**src/lcg48_pkg.sv**
```systemverilog
// Shared types, constants and codes of the rand48 lane bank.
package lcg48_pkg;

    // Number of generator lanes in the bank and the address width of the state memory.
    localparam int LANES   = 1024;
    localparam int LANE_AW = (LANES > 1) ? $clog2(LANES) : 1;

    localparam int STATE_W = 48;

    // Generator constants.
    localparam logic [34:0] LCG_MUL  = 35'h5DEECE66D;
    localparam logic [3:0]  LCG_ADD  = 4'hB;
    localparam logic [15:0] SEED_LOW = 16'h330E;

    // Func codes of an input item.
    localparam logic [2:0] FUNC_SEED     = 3'd0;
    localparam logic [2:0] FUNC_SEED_MUL = 3'd1;
    localparam logic [2:0] FUNC_ADVANCE  = 3'd2;
    localparam logic [2:0] FUNC_UNS31    = 3'd3;
    localparam logic [2:0] FUNC_SGN32    = 3'd4;
    localparam logic [2:0] FUNC_FLOAT    = 3'd5;

    // Normalization runs one binary shift step per cycle: 16, 8, 4, 2, 1.
    localparam int          NORM_STEPS = 5;
    localparam logic [2:0]  NORM_LAST  = 3'(NORM_STEPS - 1);

    typedef enum logic [2:0] {
        S_IDLE,
        S_SEED,
        S_READ,
        S_MUL,
        S_ADD,
        S_NORM,
        S_OUT
    } t_state;

    // Controller to datapath.
    typedef struct packed {
        logic       ld_item;
        logic       ram_rd;
        logic       seed_wr;
        logic       ld_pp;
        logic       upd_state;
        logic       norm_en;
        logic [2:0] norm_step;
        logic       ld_out;
    } t_cmd;

    // Datapath to controller.
    typedef struct packed {
        logic in_ok;
        logic in_seed;
        logic adv_only;
        logic is_float;
        logic out_full;
    } t_sts;

endpackage

```
**src/lcg48_ctrl.sv**
```systemverilog
// Sequencing state machine of the rand48 lane bank.
module lcg48_ctrl (
    input  logic             i_clk,
    input  logic             i_rst_n,
    input  logic             i_in_valid,
    output logic             o_in_ready,
    input  lcg48_pkg::t_sts  i_sts,
    output lcg48_pkg::t_cmd  o_cmd
);

    lcg48_pkg::t_state r_state, n_state;
    logic [2:0]        r_step, n_step;
    logic              accept;

    assign accept = i_in_valid && o_in_ready;

    always_ff @(posedge i_clk) begin
        if (!i_rst_n) begin
            r_state <= lcg48_pkg::S_IDLE;
            r_step  <= '0;
        end else begin
            r_state <= n_state;
            r_step  <= n_step;
        end
    end

    // Next state.
    always_comb begin
        n_state = r_state;
        n_step  = '0;
        unique case (r_state)
            lcg48_pkg::S_IDLE: begin
                if (accept && i_sts.in_ok) begin
                    n_state = i_sts.in_seed ? lcg48_pkg::S_SEED : lcg48_pkg::S_READ;
                end
            end
            lcg48_pkg::S_SEED: n_state = lcg48_pkg::S_IDLE;
            lcg48_pkg::S_READ: n_state = lcg48_pkg::S_MUL;
            lcg48_pkg::S_MUL:  n_state = lcg48_pkg::S_ADD;
            lcg48_pkg::S_ADD: begin
                priority if (i_sts.adv_only) begin
                    n_state = lcg48_pkg::S_IDLE;
                end else if (i_sts.is_float) begin
                    n_state = lcg48_pkg::S_NORM;
                end else begin
                    n_state = lcg48_pkg::S_OUT;
                end
            end
            lcg48_pkg::S_NORM: begin
                n_step = r_step + 3'd1;
                if (r_step == lcg48_pkg::NORM_LAST) begin
                    n_state = lcg48_pkg::S_OUT;
                    n_step  = '0;
                end
            end
            lcg48_pkg::S_OUT: begin
                if (!i_sts.out_full) begin
                    n_state = lcg48_pkg::S_IDLE;
                end
            end
            default: n_state = lcg48_pkg::S_IDLE;
        endcase
    end

    // Outputs.
    always_comb begin
        o_cmd           = '0;
        o_cmd.norm_step = r_step;
        o_in_ready      = 1'b0;
        unique case (r_state)
            lcg48_pkg::S_IDLE: begin
                o_in_ready   = 1'b1;
                o_cmd.ld_item = accept;
                o_cmd.ram_rd  = accept && i_sts.in_ok && !i_sts.in_seed;
            end
            lcg48_pkg::S_SEED: o_cmd.seed_wr   = 1'b1;
            lcg48_pkg::S_READ: o_cmd.ld_pp     = 1'b0;
            lcg48_pkg::S_MUL:  o_cmd.ld_pp     = 1'b1;
            lcg48_pkg::S_ADD:  o_cmd.upd_state = 1'b1;
            lcg48_pkg::S_NORM: o_cmd.norm_en   = 1'b1;
            lcg48_pkg::S_OUT:  o_cmd.ld_out    = !i_sts.out_full;
            default:           o_cmd           = '0;
        endcase
    end

endmodule

```
**config.mk**
```make
export PLATFORM = sky130hd
export DESIGN_NAME = lcg48_ctrl
export DESIGN_NICKNAME = d
export VERILOG_FILES = /design/src/lcg48_pkg.sv /design/src/lcg48_ctrl.sv
export SDC_FILE = /design/constraint.sdc
export NUM_CORES = 1
export LEC_CHECK = 0
export ABC_AREA = 0
export BUFFER_PORTS_ARGS = -buffer_cell sky130_fd_sc_hd__buf_2
export CAP_MARGIN = 20
export CORE_AREA = 3 3 40 42
export CTS_CLUSTER_DIAMETER = 50
export CTS_CLUSTER_SIZE = 16
export DETAILED_ROUTE_END_ITERATION = 6
export DIE_AREA = 0 0 43 45
export HOLD_SLACK_MARGIN = 0.08
export PLACE_DENSITY_LB_ADDON = 0.3
export SLEW_MARGIN = 20
export SYNTH_ARGS = -nofsm -noshare
export SYNTH_HDL_FRONTEND = slang
export SYNTH_SLANG_ARGS = --single-unit
```
**constraint.sdc**
```tcl
create_clock -name i_clk -period 1.21 [get_ports i_clk]
set_input_delay 0.121 -clock i_clk [delete_from_list [all_inputs] [get_ports i_clk]]
set_output_delay 0.121 -clock i_clk [all_outputs]
set_load 0.01 [all_outputs]
```
==> impl_metrics.tcl, run 1 <==
set metrics [dict create \
    status "finished, violations left" \
    violations "setup timing" \
    slew_viol_final 0 \
    setup_viol 11 \
    drt-total-wl_um 1301 \
    startpoint_type "register" \
    grt_max_degree 7 \
    synth_seq_cells 6 \
    nets 102 \
    muxShareOfSynthArea_pct 2.419 \
    initial_utilization_pct 36.22 \
    die_x_um 43 \
    dp_cells 94 \
    area_growth_pct 73.39 \
    synth.avg_cell_area_um2 8.166 \
    clk_pin_slew_worst_paths_ns 0.04 \
    power_frac_comb_pct 28.5 \
    cts-buffers-inserted 3 \
    detail-route-antenna-nets 0 \
    stdcell_count 105 \
    rows 13 \
    worstHoldStart "i_rst_n" \
    grt_pass1_wl_um 1800 \
    detail_route.iter0.violations 2 \
    drc 0 \
    max_freq_mhz 745.8 \
    r2r-start "r_state[0]" \
    overflow 0 \
    synthTopCellsByArea "dfxtp_1 26%, and2_1 6.7%, nand2_1 5.6%, ha_1 5.4%, nor2b_1 5.4%" \
    p_switching_uw 147.8 \
    criticalPathCategory "register to output port" \
    final_util_pct 62.80 \
    p_clk_share_pct 33.6 \
    min_path_type "input pin to register" \
    swShare_pct 27.05 \
    power.leakage_uw 0.0004081 \
    finalWeightedCongestion 0.7547 \
    dieHeight_um 45 \
    worstPathMaxFanout 4 \
    synthesis.area_um2 465.4 \
    antenna_found_initial 0 \
    syn_nets 67 \
    powerDensity_mw_per_mm2 677.4 \
    first_pass_iters 3 \
    viasPerCell 4.857 \
    critPathLaunch "r_state[2]" \
    cts_sinks 6 \
    maxCapViolations 0 \
    root_buffer "clkbuf_4" \
    synth_fa_ha_area_share_pct 5.376 \
    fin_ws_ns -0.1309 \
    synth_edf_count 0 \
    port_buffers 18 \
    cts_hold_buf 0 \
    rsz0062_at_grt "yes" \
    die-area_mm2 0.001935 \
    final_hold_viol_count 0 \
    antenna_cells 0 \
    synthSimpleGateAreaFrac_pct 40.32 \
    relSlewSlack_pct 84.75 \
    synth_ff_type "dfxtp_1" \
    vias 510 \
    skew_ns 0.002434 \
    cts.path.max_buffers 2 \
    internal-power_uw 398.8 \
    async_flop_share_pct 0 \
    post-synth-top-area-cell "dfxtp_1" \
    wl_per_cell_um 12.39 \
    synth_compound_area_share_pct 16.13 \
    ios 19 \
    grt_pass1_vias 447 \
    ys_warn_count 0 \
    track_usage_pct 12.17 \
    coreArea_mm2 0.001285 \
    syn_inst 57 \
    synth_top_family_by_area "simple AND/OR/NAND/NOR gates" \
    tightest_slew_ns 0.2263 \
    cts_max_level 1 \
    period_share_pct 110.8 \
    final_cell_mix "16 x buf_2, 10 x buf_4, 7 x buf_6" \
    endpoint_kind "output port" \
    synth_cell_types 28 \
    pwr-share-seq_pct 37.9 \
    mostFrequentLayoutCell "buf_2" \
    synth-xor-area-share_pct 1.882 \
    drive_gt1_share_pct 70.00 \
    synth_top_cell_area_share_pct 25.81 \
    cts_tree "done" \
    synth_seq_area_share_pct 25.81 \
    worstSkewPairLatency_ns 0.24 \
    critPathArrivalTime_ns 1.22 \
    ir_drop_uv 466.9 \
    fin_crit_ns 1.341 \
    required_ns 1.09 \
    detailed_place_hpwl_um 798.3 \
]
[state kept, by name (all words and copies together), names as in the netlist]
| register | cells |
|---|---|
| r_state | 3 |
| r_step | 3 |
[path summary, 6_finish.rpt]
kind / endpoint / slack [ns] / cells past startpoint
setup / recovery: o_cmd[8] / -0.13 / 4
hold / removal: r_state[1] / 0.16 / 3
setup reg to reg: r_state[1] / -0.03 / 5
hold reg to reg: r_step[0] / 0.54 / 2
[worst max-delay path: stages (launching register included)]
cell and delay (ns):
dfxtp_4 0.36, nor3_4 0.19, and2_4 0.16, and3b_1 0.14, buf_2 0.12
[per-layer routing]
| metal | GRT usage, % | vias up | part of all wire, % |
|---|---|---|---|
| met5 | 0 | - | 0 |
| met2 | 21.86 | 13 | 54 |
| met3 | 5.179 | 0 | 5.4 |
| met1 | 13.77 | 238 | 40 |
| li1 | - | 259 | - |
| met4 | 1.807 | 0 | 0 |
[through the flow]
| step | total power, uW | hold slack (ns) | instance area, um^2 | setup TNS [ns] | setup WS [ns] |
|---|---|---|---|---|---|
| global placement | 314.6 | 0.4170 | 600.6 | 0 | 0.01682 |
| finish | 546.7 | 0.1614 | 807.0 | -0.4137 | -0.1309 |
| CTS | 517.2 | 0.1408 | 688.2 | -0.2368 | -0.1331 |
| global route | 582.8 | 0.1627 | 807.0 | -1.139 | -0.2119 |
| detailed placement | 314.8 | 0.4030 | 600.6 | 0 | 0.0004663 |
| floorplan | 274.1 | 0.2359 | 465.4 | 0 | 0.03841 |
[power groups by stage]
stage | combinational (uW) | sequential (uW) | clock, uW
6_report | 156 | 207 | 184
5_1_grt | 171 | 207 | 205
4_1_cts | 120 | 206 | 191
3_5_place_dp | 98.6 | 216 | 0
3_3_place_gp | 99.1 | 216 | 0
2_1_floorplan | 63.1 | 211 | 0
[area by class of cell]
type / count / area [um^2]
flip-flops and latches: 6 / 132.6
fillers: 118 / 478.0
multi-input cells: 45 / 387.9
repair buffers: 33 / 234.0
inverters: 3 / 11.26
well taps: 15 / 18.77
clock buffers: 3 / 22.52
[kinds of logic (layout without fill, tap and decap cells)]
group | Yosys count | count (layout)
simple gates | 33 | 33
compound gates | 8 | 8
flops | 6 | 6
buf+inv | 6 | 39
fa+ha+maj | 2 | 2
xor+xnor | 1 | 1
mux | 1 | 1
[Yosys cell counts (2+ instances only)]
master,number
nand2_1,7
nor3_2,2
buf_4,2
inv_1,3
nor2_1,4
and2_1,5
ha_1,2
nor2b_1,4
dfxtp_1,6
nor3_1,3
and3_1,2
[what timing repair did]
item,in CTS,in global routing
endpoints found under the setup margin,14,15
pin swaps,5,11
buffers inserted,4,5
gates resized for setup,11,25
(Power assumes the default switching activity.)
==> inputs of run 2 (changes only) <==
--- a/config.mk
+++ b/config.mk
@@ -5,7 +5,8 @@
 export SDC_FILE = /design/constraint.sdc
 export NUM_CORES = 1
 export LEC_CHECK = 0
-export ABC_AREA = 0
+export ABC_AREA = 1
+export ABC_CLOCK_PERIOD_IN_PS = 1210
 export BUFFER_PORTS_ARGS = -buffer_cell sky130_fd_sc_hd__buf_2
 export CAP_MARGIN = 20
 export CORE_AREA = 3 3 40 42
==> run 2 against run 1 <==
The run still ends with setup timing left. Critical path depth stayed put. Largest cell class unchanged. Highest routed layer is now met4. Flip-flop and latch count did not move. Sequential share of layout area down 0.28 points. Largest power group is now combinational cells.
==> impl_metrics.tcl, run 2 <==
set metrics [dict create \
    overflow 0 \
    clk_pin_slew_worst_paths_ns 0.05 \
    initial_utilization_pct 36.03 \
    reg.largest.list "r_state (3), r_step (3)" \
    area_growth_pct 77.30 \
    swShare_pct 44.07 \
    cts_sinks 6 \
    detail_route.iter0.violations 10 \
    critPathArrivalTime_ns 1.15 \
    synth.avg_cell_area_um2 6.173 \
    vias 604 \
    startpoint_type "register" \
    synth_edf_count 0 \
    antenna_cells 0 \
    max_freq_mhz 783.8 \
    detailed_place_hpwl_um 934.4 \
    skew_ns 0.008766 \
    drive_gt1_share_pct 60.91 \
    cp_slowest_stage_delay_ns 0.36 \
    ir_drop_uv 955.1 \
    worstSkewPairLatency_ns 0.26 \
    p_clk_share_pct 12.4 \
    drt-total-wl_um 1377 \
    p_switching_uw 678.5 \
    synth_ff_type "dfxtp_1" \
    wl_per_cell_um 11.02 \
    dieHeight_um 45 \
    root_buffer "clkbuf_4" \
    antenna_found_initial 0 \
    port_buffers 18 \
    totalPowerFinal_uw 1540 \
    final_cell_mix "17 x buf_2, 13 x buf_4, 12 x inv_1, 12 x nor2_1, 8 x nand2_1" \
    rsz0062_at_grt "yes" \
    grt_max_degree 8 \
    tns_ns -0.2159 \
    violations "setup timing" \
    synthTopCellsByArea "dfxtp_1 26%, nor2_1 11%, nand3_1 9.7%, inv_1 9.7%, nand2_1 9.7%" \
    ys_warn_count 0 \
    async_flop_share_pct 0 \
    required_ns 1.09 \
    finalWeightedCongestion 0.7502 \
    nets 122 \
    slew_viol_final 0 \
    synth_top_cell_area_share_pct 25.95 \
    post-synth-top-area-cell "dfxtp_1" \
    worstPathMaxFanout 4 \
    synth_seq_cells 6 \
    maxCapViolations 0 \
    cp_slowest_cell "dfxtp_4" \
    synth_seq_area_share_pct 25.95 \
    internal-power_uw 861.2 \
    ios 19 \
    period_share_pct 105.4 \
    status "finished, violations left" \
    fin_ws_ns -0.06577 \
    die_x_um 43 \
    cts_tree "done" \
    synth_commonest_cells "14 x nor2_1, 12 x inv_1, 12 x nand2_1" \
    grt_pass1_vias 552 \
    power.leakage_uw 0.0004581 \
    fin_crit_ns 1.276 \
    dp_cells 110 \
    grt_pass1_wl_um 2152 \
    synthesis.area_um2 462.9 \
    die-area_mm2 0.001935 \
    endpoint_kind "output port" \
    syn_nets 85 \
    first_pass_iters 4 \
    tightest_slew_ns 0.1886 \
    coreArea_mm2 0.001285 \
    final_util_pct 63.88 \
    power_frac_comb_pct 66.5 \
    min_path_type "input pin to register" \
    viasPerCell 4.832 \
    critPathMostFrequentCell "buf_4" \
    drc 0 \
    powerDensity_mw_per_mm2 1876 \
    cts.path.max_buffers 2 \
    synth_cell_types 20 \
    critPathTopFamily "buffers and inverters" \
    track_usage_pct 15.53 \
    stdcell_count 125 \
    final_hold_viol_count 0 \
    cts-buffers-inserted 3 \
    synth_most_common_cell "nor2_1" \
    worstPathCellList "buf_4, buf_4, nor3_2, buf_2" \
    cts_max_level 1 \
    criticalPathCategory "register to output port" \
    relSlewSlack_pct 87.32 \
    syn_inst 75 \
    setup_viol 4 \
    detail-route-antenna-nets 0 \
    cp.buffers_inverters 3 \
    mostFrequentLayoutCell "buf_2" \
    dpl_worst_slack_ns 0.04055 \
    pwr-share-seq_pct 21.1 \
    rows 13 \
]
run 2: cell types whose count changed after synthesis, sizes merged, moves of 5 or more:
cell and change:
inv +13, and2 -5, nor2b -5, nor2 +12
nand2 +5, nand3 +9
run 2: cells by family (layout without fill, tap and decap cells):
| kind of cell | Yosys count | count (layout) | share of synthesized area [%] |
|---|---|---|---|
| compound gates | 3 | 3 | 4.865 |
| simple gates | 45 | 45 | 45.41 |
| xor+xnor | 1 | 1 | 1.892 |
| fa+ha+maj | 2 | 2 | 5.405 |
| buf+inv | 18 | 53 | 16.48 |
| flops | 6 | 6 | 25.95 |
run 2: per-layer routing:
metal	wire length, um	vias to the layer above	GRT usage (%)
li1	-	301	-
met4	57	0	12.05
met2	736	15	27.25
met5	0	-	0
met1	531	280	14.81
met3	51	8	5.578
run 2: layout make-up:
class / instances / area (um^2)
clock buffer: 3 / 22.52
fill: 112 / 464.2
inverter: 16 / 62.56
multi-input combinational: 51 / 356.6
sequential: 6 / 132.6
tap: 15 / 18.77
timing repair buffer: 34 / 227.7
run 2: worst paths after layout:
kind	from	to	slack [ns]	cells after the start
worst max register to register	r_state[0]	r_state[1]	0.02	10
worst min-delay path	i_rst_n	r_state[0]	0.11	3
worst max-delay path	r_state[0]	o_cmd[5]	-0.07	4
worst min register to register	r_step[0]	r_step[0]	0.52	2
run 2: worst reg2reg max path: cells and delay by family (launching register included):
family        cells  cell delay (ns)
buf+inv           3             0.31
flops             1             0.36
simple gates      7             0.42
run 2: timing repair:
item                                    in CTS  in global routing
endpoints found under the setup margin      11                 14
setup buffers                                6                  6
resized for setup                           11                 21
pin swaps                                    2                  7
hold buffers                                 0                  0
run 2: stage by stage:
step	instance area (um^2)	hold slack [ns]
floorplan	462.9	0.2332
global placement	585.6	0.3794
detailed placement	585.6	0.3806
CTS	685.7	0.1091
global route	820.8	0.1278
finish	820.8	0.1115
run 2: power by group through the flow:
stage	clock (uW)	combinational [uW]	sequential, uW
2_1_floorplan	0	458	271
3_3_place_gp	0	580	305
3_5_place_dp	0	596	307
4_1_cts	196	759	312
5_1_grt	204	1110	334
6_report	191	1020	325
==> inputs of run 3 (changes only) <==
--- a/config.mk
+++ b/config.mk
@@ -10,12 +10,14 @@
 export BUFFER_PORTS_ARGS = -buffer_cell sky130_fd_sc_hd__buf_2
 export CAP_MARGIN = 20
 export CORE_AREA = 3 3 40 42
+export CTS_BUF_LIST = sky130_fd_sc_hd__clkbuf_4 sky130_fd_sc_hd__clkbuf_8
 export CTS_CLUSTER_DIAMETER = 50
 export CTS_CLUSTER_SIZE = 16
 export DETAILED_ROUTE_END_ITERATION = 6
 export DIE_AREA = 0 0 43 45
 export HOLD_SLACK_MARGIN = 0.08
 export PLACE_DENSITY_LB_ADDON = 0.3
+export REMOVE_ABC_BUFFERS = 1
 export SLEW_MARGIN = 20
 export SYNTH_ARGS = -nofsm -noshare
 export SYNTH_HDL_FRONTEND = slang
==> run 3 against run 2 <==
Worst hold slack improved by 0.0035 ns. Count of clock-buffer cells in the layout unchanged. The flow still finishes with violations (setup timing). Wire length decreased by 10%. Critical endpoint is now o_cmd[8]. Sequential share of layout area increased by 2.2 points. Final cell count decreased by 5.6%. Maximum frequency increased by 2.2%. Clock power about the same. Critical path depth unchanged. Flip-flop and latch count unchanged. Power decreased by 9.9%. Register-to-register slack about the same. Largest power group unchanged.
==> impl_metrics.tcl, run 3 (synthesis results as in run 2) <==
set metrics [dict create \
    setup_viol 1 \
    grt_pass1_wl_um 1897 \
    worstPathMaxFanout 5 \
    cts_sinks 6 \
    detail_route.iter0.violations 6 \
    final_cell_mix "18 x buf_2, 12 x inv_1, 12 x nor2_1" \
    slew_viol_final 0 \
    drt-total-wl_um 1238 \
    min_path_type "input pin to register" \
    die-area_mm2 0.001935 \
    tns_ns -0.03801 \
    ir_drop_uv 858.9 \
    drive_gt1_share_pct 53.40 \
    mostFrequentLayoutCell "buf_2" \
    cts-buffers-inserted 3 \
    die_x_um 43 \
    skew_ns 0.002435 \
    dieHeight_um 45 \
    first_pass_iters 4 \
    grt_max_degree 8 \
    coreArea_mm2 0.001285 \
    vias 554 \
    status "finished, violations left" \
    fin_ws_ns -0.03801 \
    worstHoldStart "i_rst_n" \
    area_growth_pct 55.68 \
    relSlewSlack_pct 87.10 \
    detailed_place_hpwl_um 882.3 \
    dp_cells 110 \
    cts_tree "done" \
    rows 13 \
    antenna_cells 0 \
    powerDensity_mw_per_mm2 1925 \
    worstSkewPairLatency_ns 0.24 \
    antenna_found_initial 0 \
    critPathArrivalTime_ns 1.13 \
    required_ns 1.09 \
    reg.largest.list "r_state (3), r_step (3)" \
    fin_crit_ns 1.248 \
    fillers 129 \
    track_usage_pct 13.01 \
    cts.path.max_buffers 2 \
    cts_hold_buf 0 \
    criticalPathCategory "register to output port" \
    period_share_pct 103.1 \
    tightest_slew_ns 0.1920 \
    r2r-start "r_state[0]" \
    drc 0 \
    startpoint_type "register" \
    clk_pin_slew_worst_paths_ns 0.05 \
    wl_per_cell_um 10.49 \
    detail-route-antenna-nets 0 \
    port_buffers 18 \
    overflow 0 \
    dpl_worst_slack_ns 0.01816 \
    power.leakage_uw 0.0004108 \
    max_freq_mhz 801.3 \
    nets 115 \
    finalWeightedCongestion 0.7478 \
    final_util_pct 56.09 \
    initial_utilization_pct 36.03 \
    final_hold_viol_count 0 \
    endpoint_kind "output port" \
    ios 19 \
    stdcell_count 118 \
    final-seq-area_um2 132.6 \
    rsz0062_at_grt "yes" \
    violations "setup timing" \
    multiInputGateArea_um2 319.1 \
    root_buffer "clkbuf_4" \
    holdWs_ns 0.1150 \
    viasPerCell 4.695 \
    critPathLaunch "r_state[0]" \
    grt_pass1_vias 472 \
    maxCapViolations 0 \
    cts_max_level 1 \
]
## run 3: cell count changes in the layout (fill, tap and decap cells not counted), sizes merged
cell	before	now
buf	34	27
## run 3: repair_timing
action | in CTS | in global routing
gates resized for setup | 10 | 13
setup endpoints to repair | 10 | 11
setup buffers | 3 | 2
pin swaps | 1 | 0
## run 3: power by group
group	internal (uW)	total (uW)	switching [uW]	leakage, uW
clock network	113	192	78.9	0.0000138
registers	254	338	83.8	0.0000514
logic	406	858	453	0.000346
total	772	1390	615	0.000411
## run 3: critical path, cell delays in order (launching register included)
cell,delay [ns]
dfxtp_4,0.37
nor2_4,0.13
nand2_4,0.08
nor4_2,0.13
buf_2,0.17
## run 3: cell type report
type | instances | area share (%)
Tap cell | 15 | 2.604
Multi-Input combinational cell | 51 | 44.27
Timing Repair Buffer | 27 | 22.92
Sequential cell | 6 | 18.40
Clock buffer | 3 | 3.125
Inverter | 16 | 8.681
## run 3: routing by layer
metal / track usage, % / wire [um] / up-vias
met5: 0 / 0 / -
met3: 3.187 / 68 / 0
met4: 6.627 / 0 / 0
met2: 24.25 / 656 / 14
met1: 13.56 / 513 / 248
li1: - / - / 292
## run 3: path summary, 6_finish.rpt
check,end,slack [ns],depth (start not counted)
setup / recovery,o_cmd[8],-0.04,4
hold / removal,r_state[2],0.12,3
setup reg to reg,r_state[0],0.02,9
hold reg to reg,r_step[0],0.52,2
## run 3: stage by stage
step	cell area (um^2)	power [uW]
3_3_place_gp	585.6	884.9
2_1_floorplan	446.7	695.3
4_1_cts	663.1	1240
6_report	720.7	1387
5_1_grt	720.7	1492
3_5_place_dp	585.6	899.9
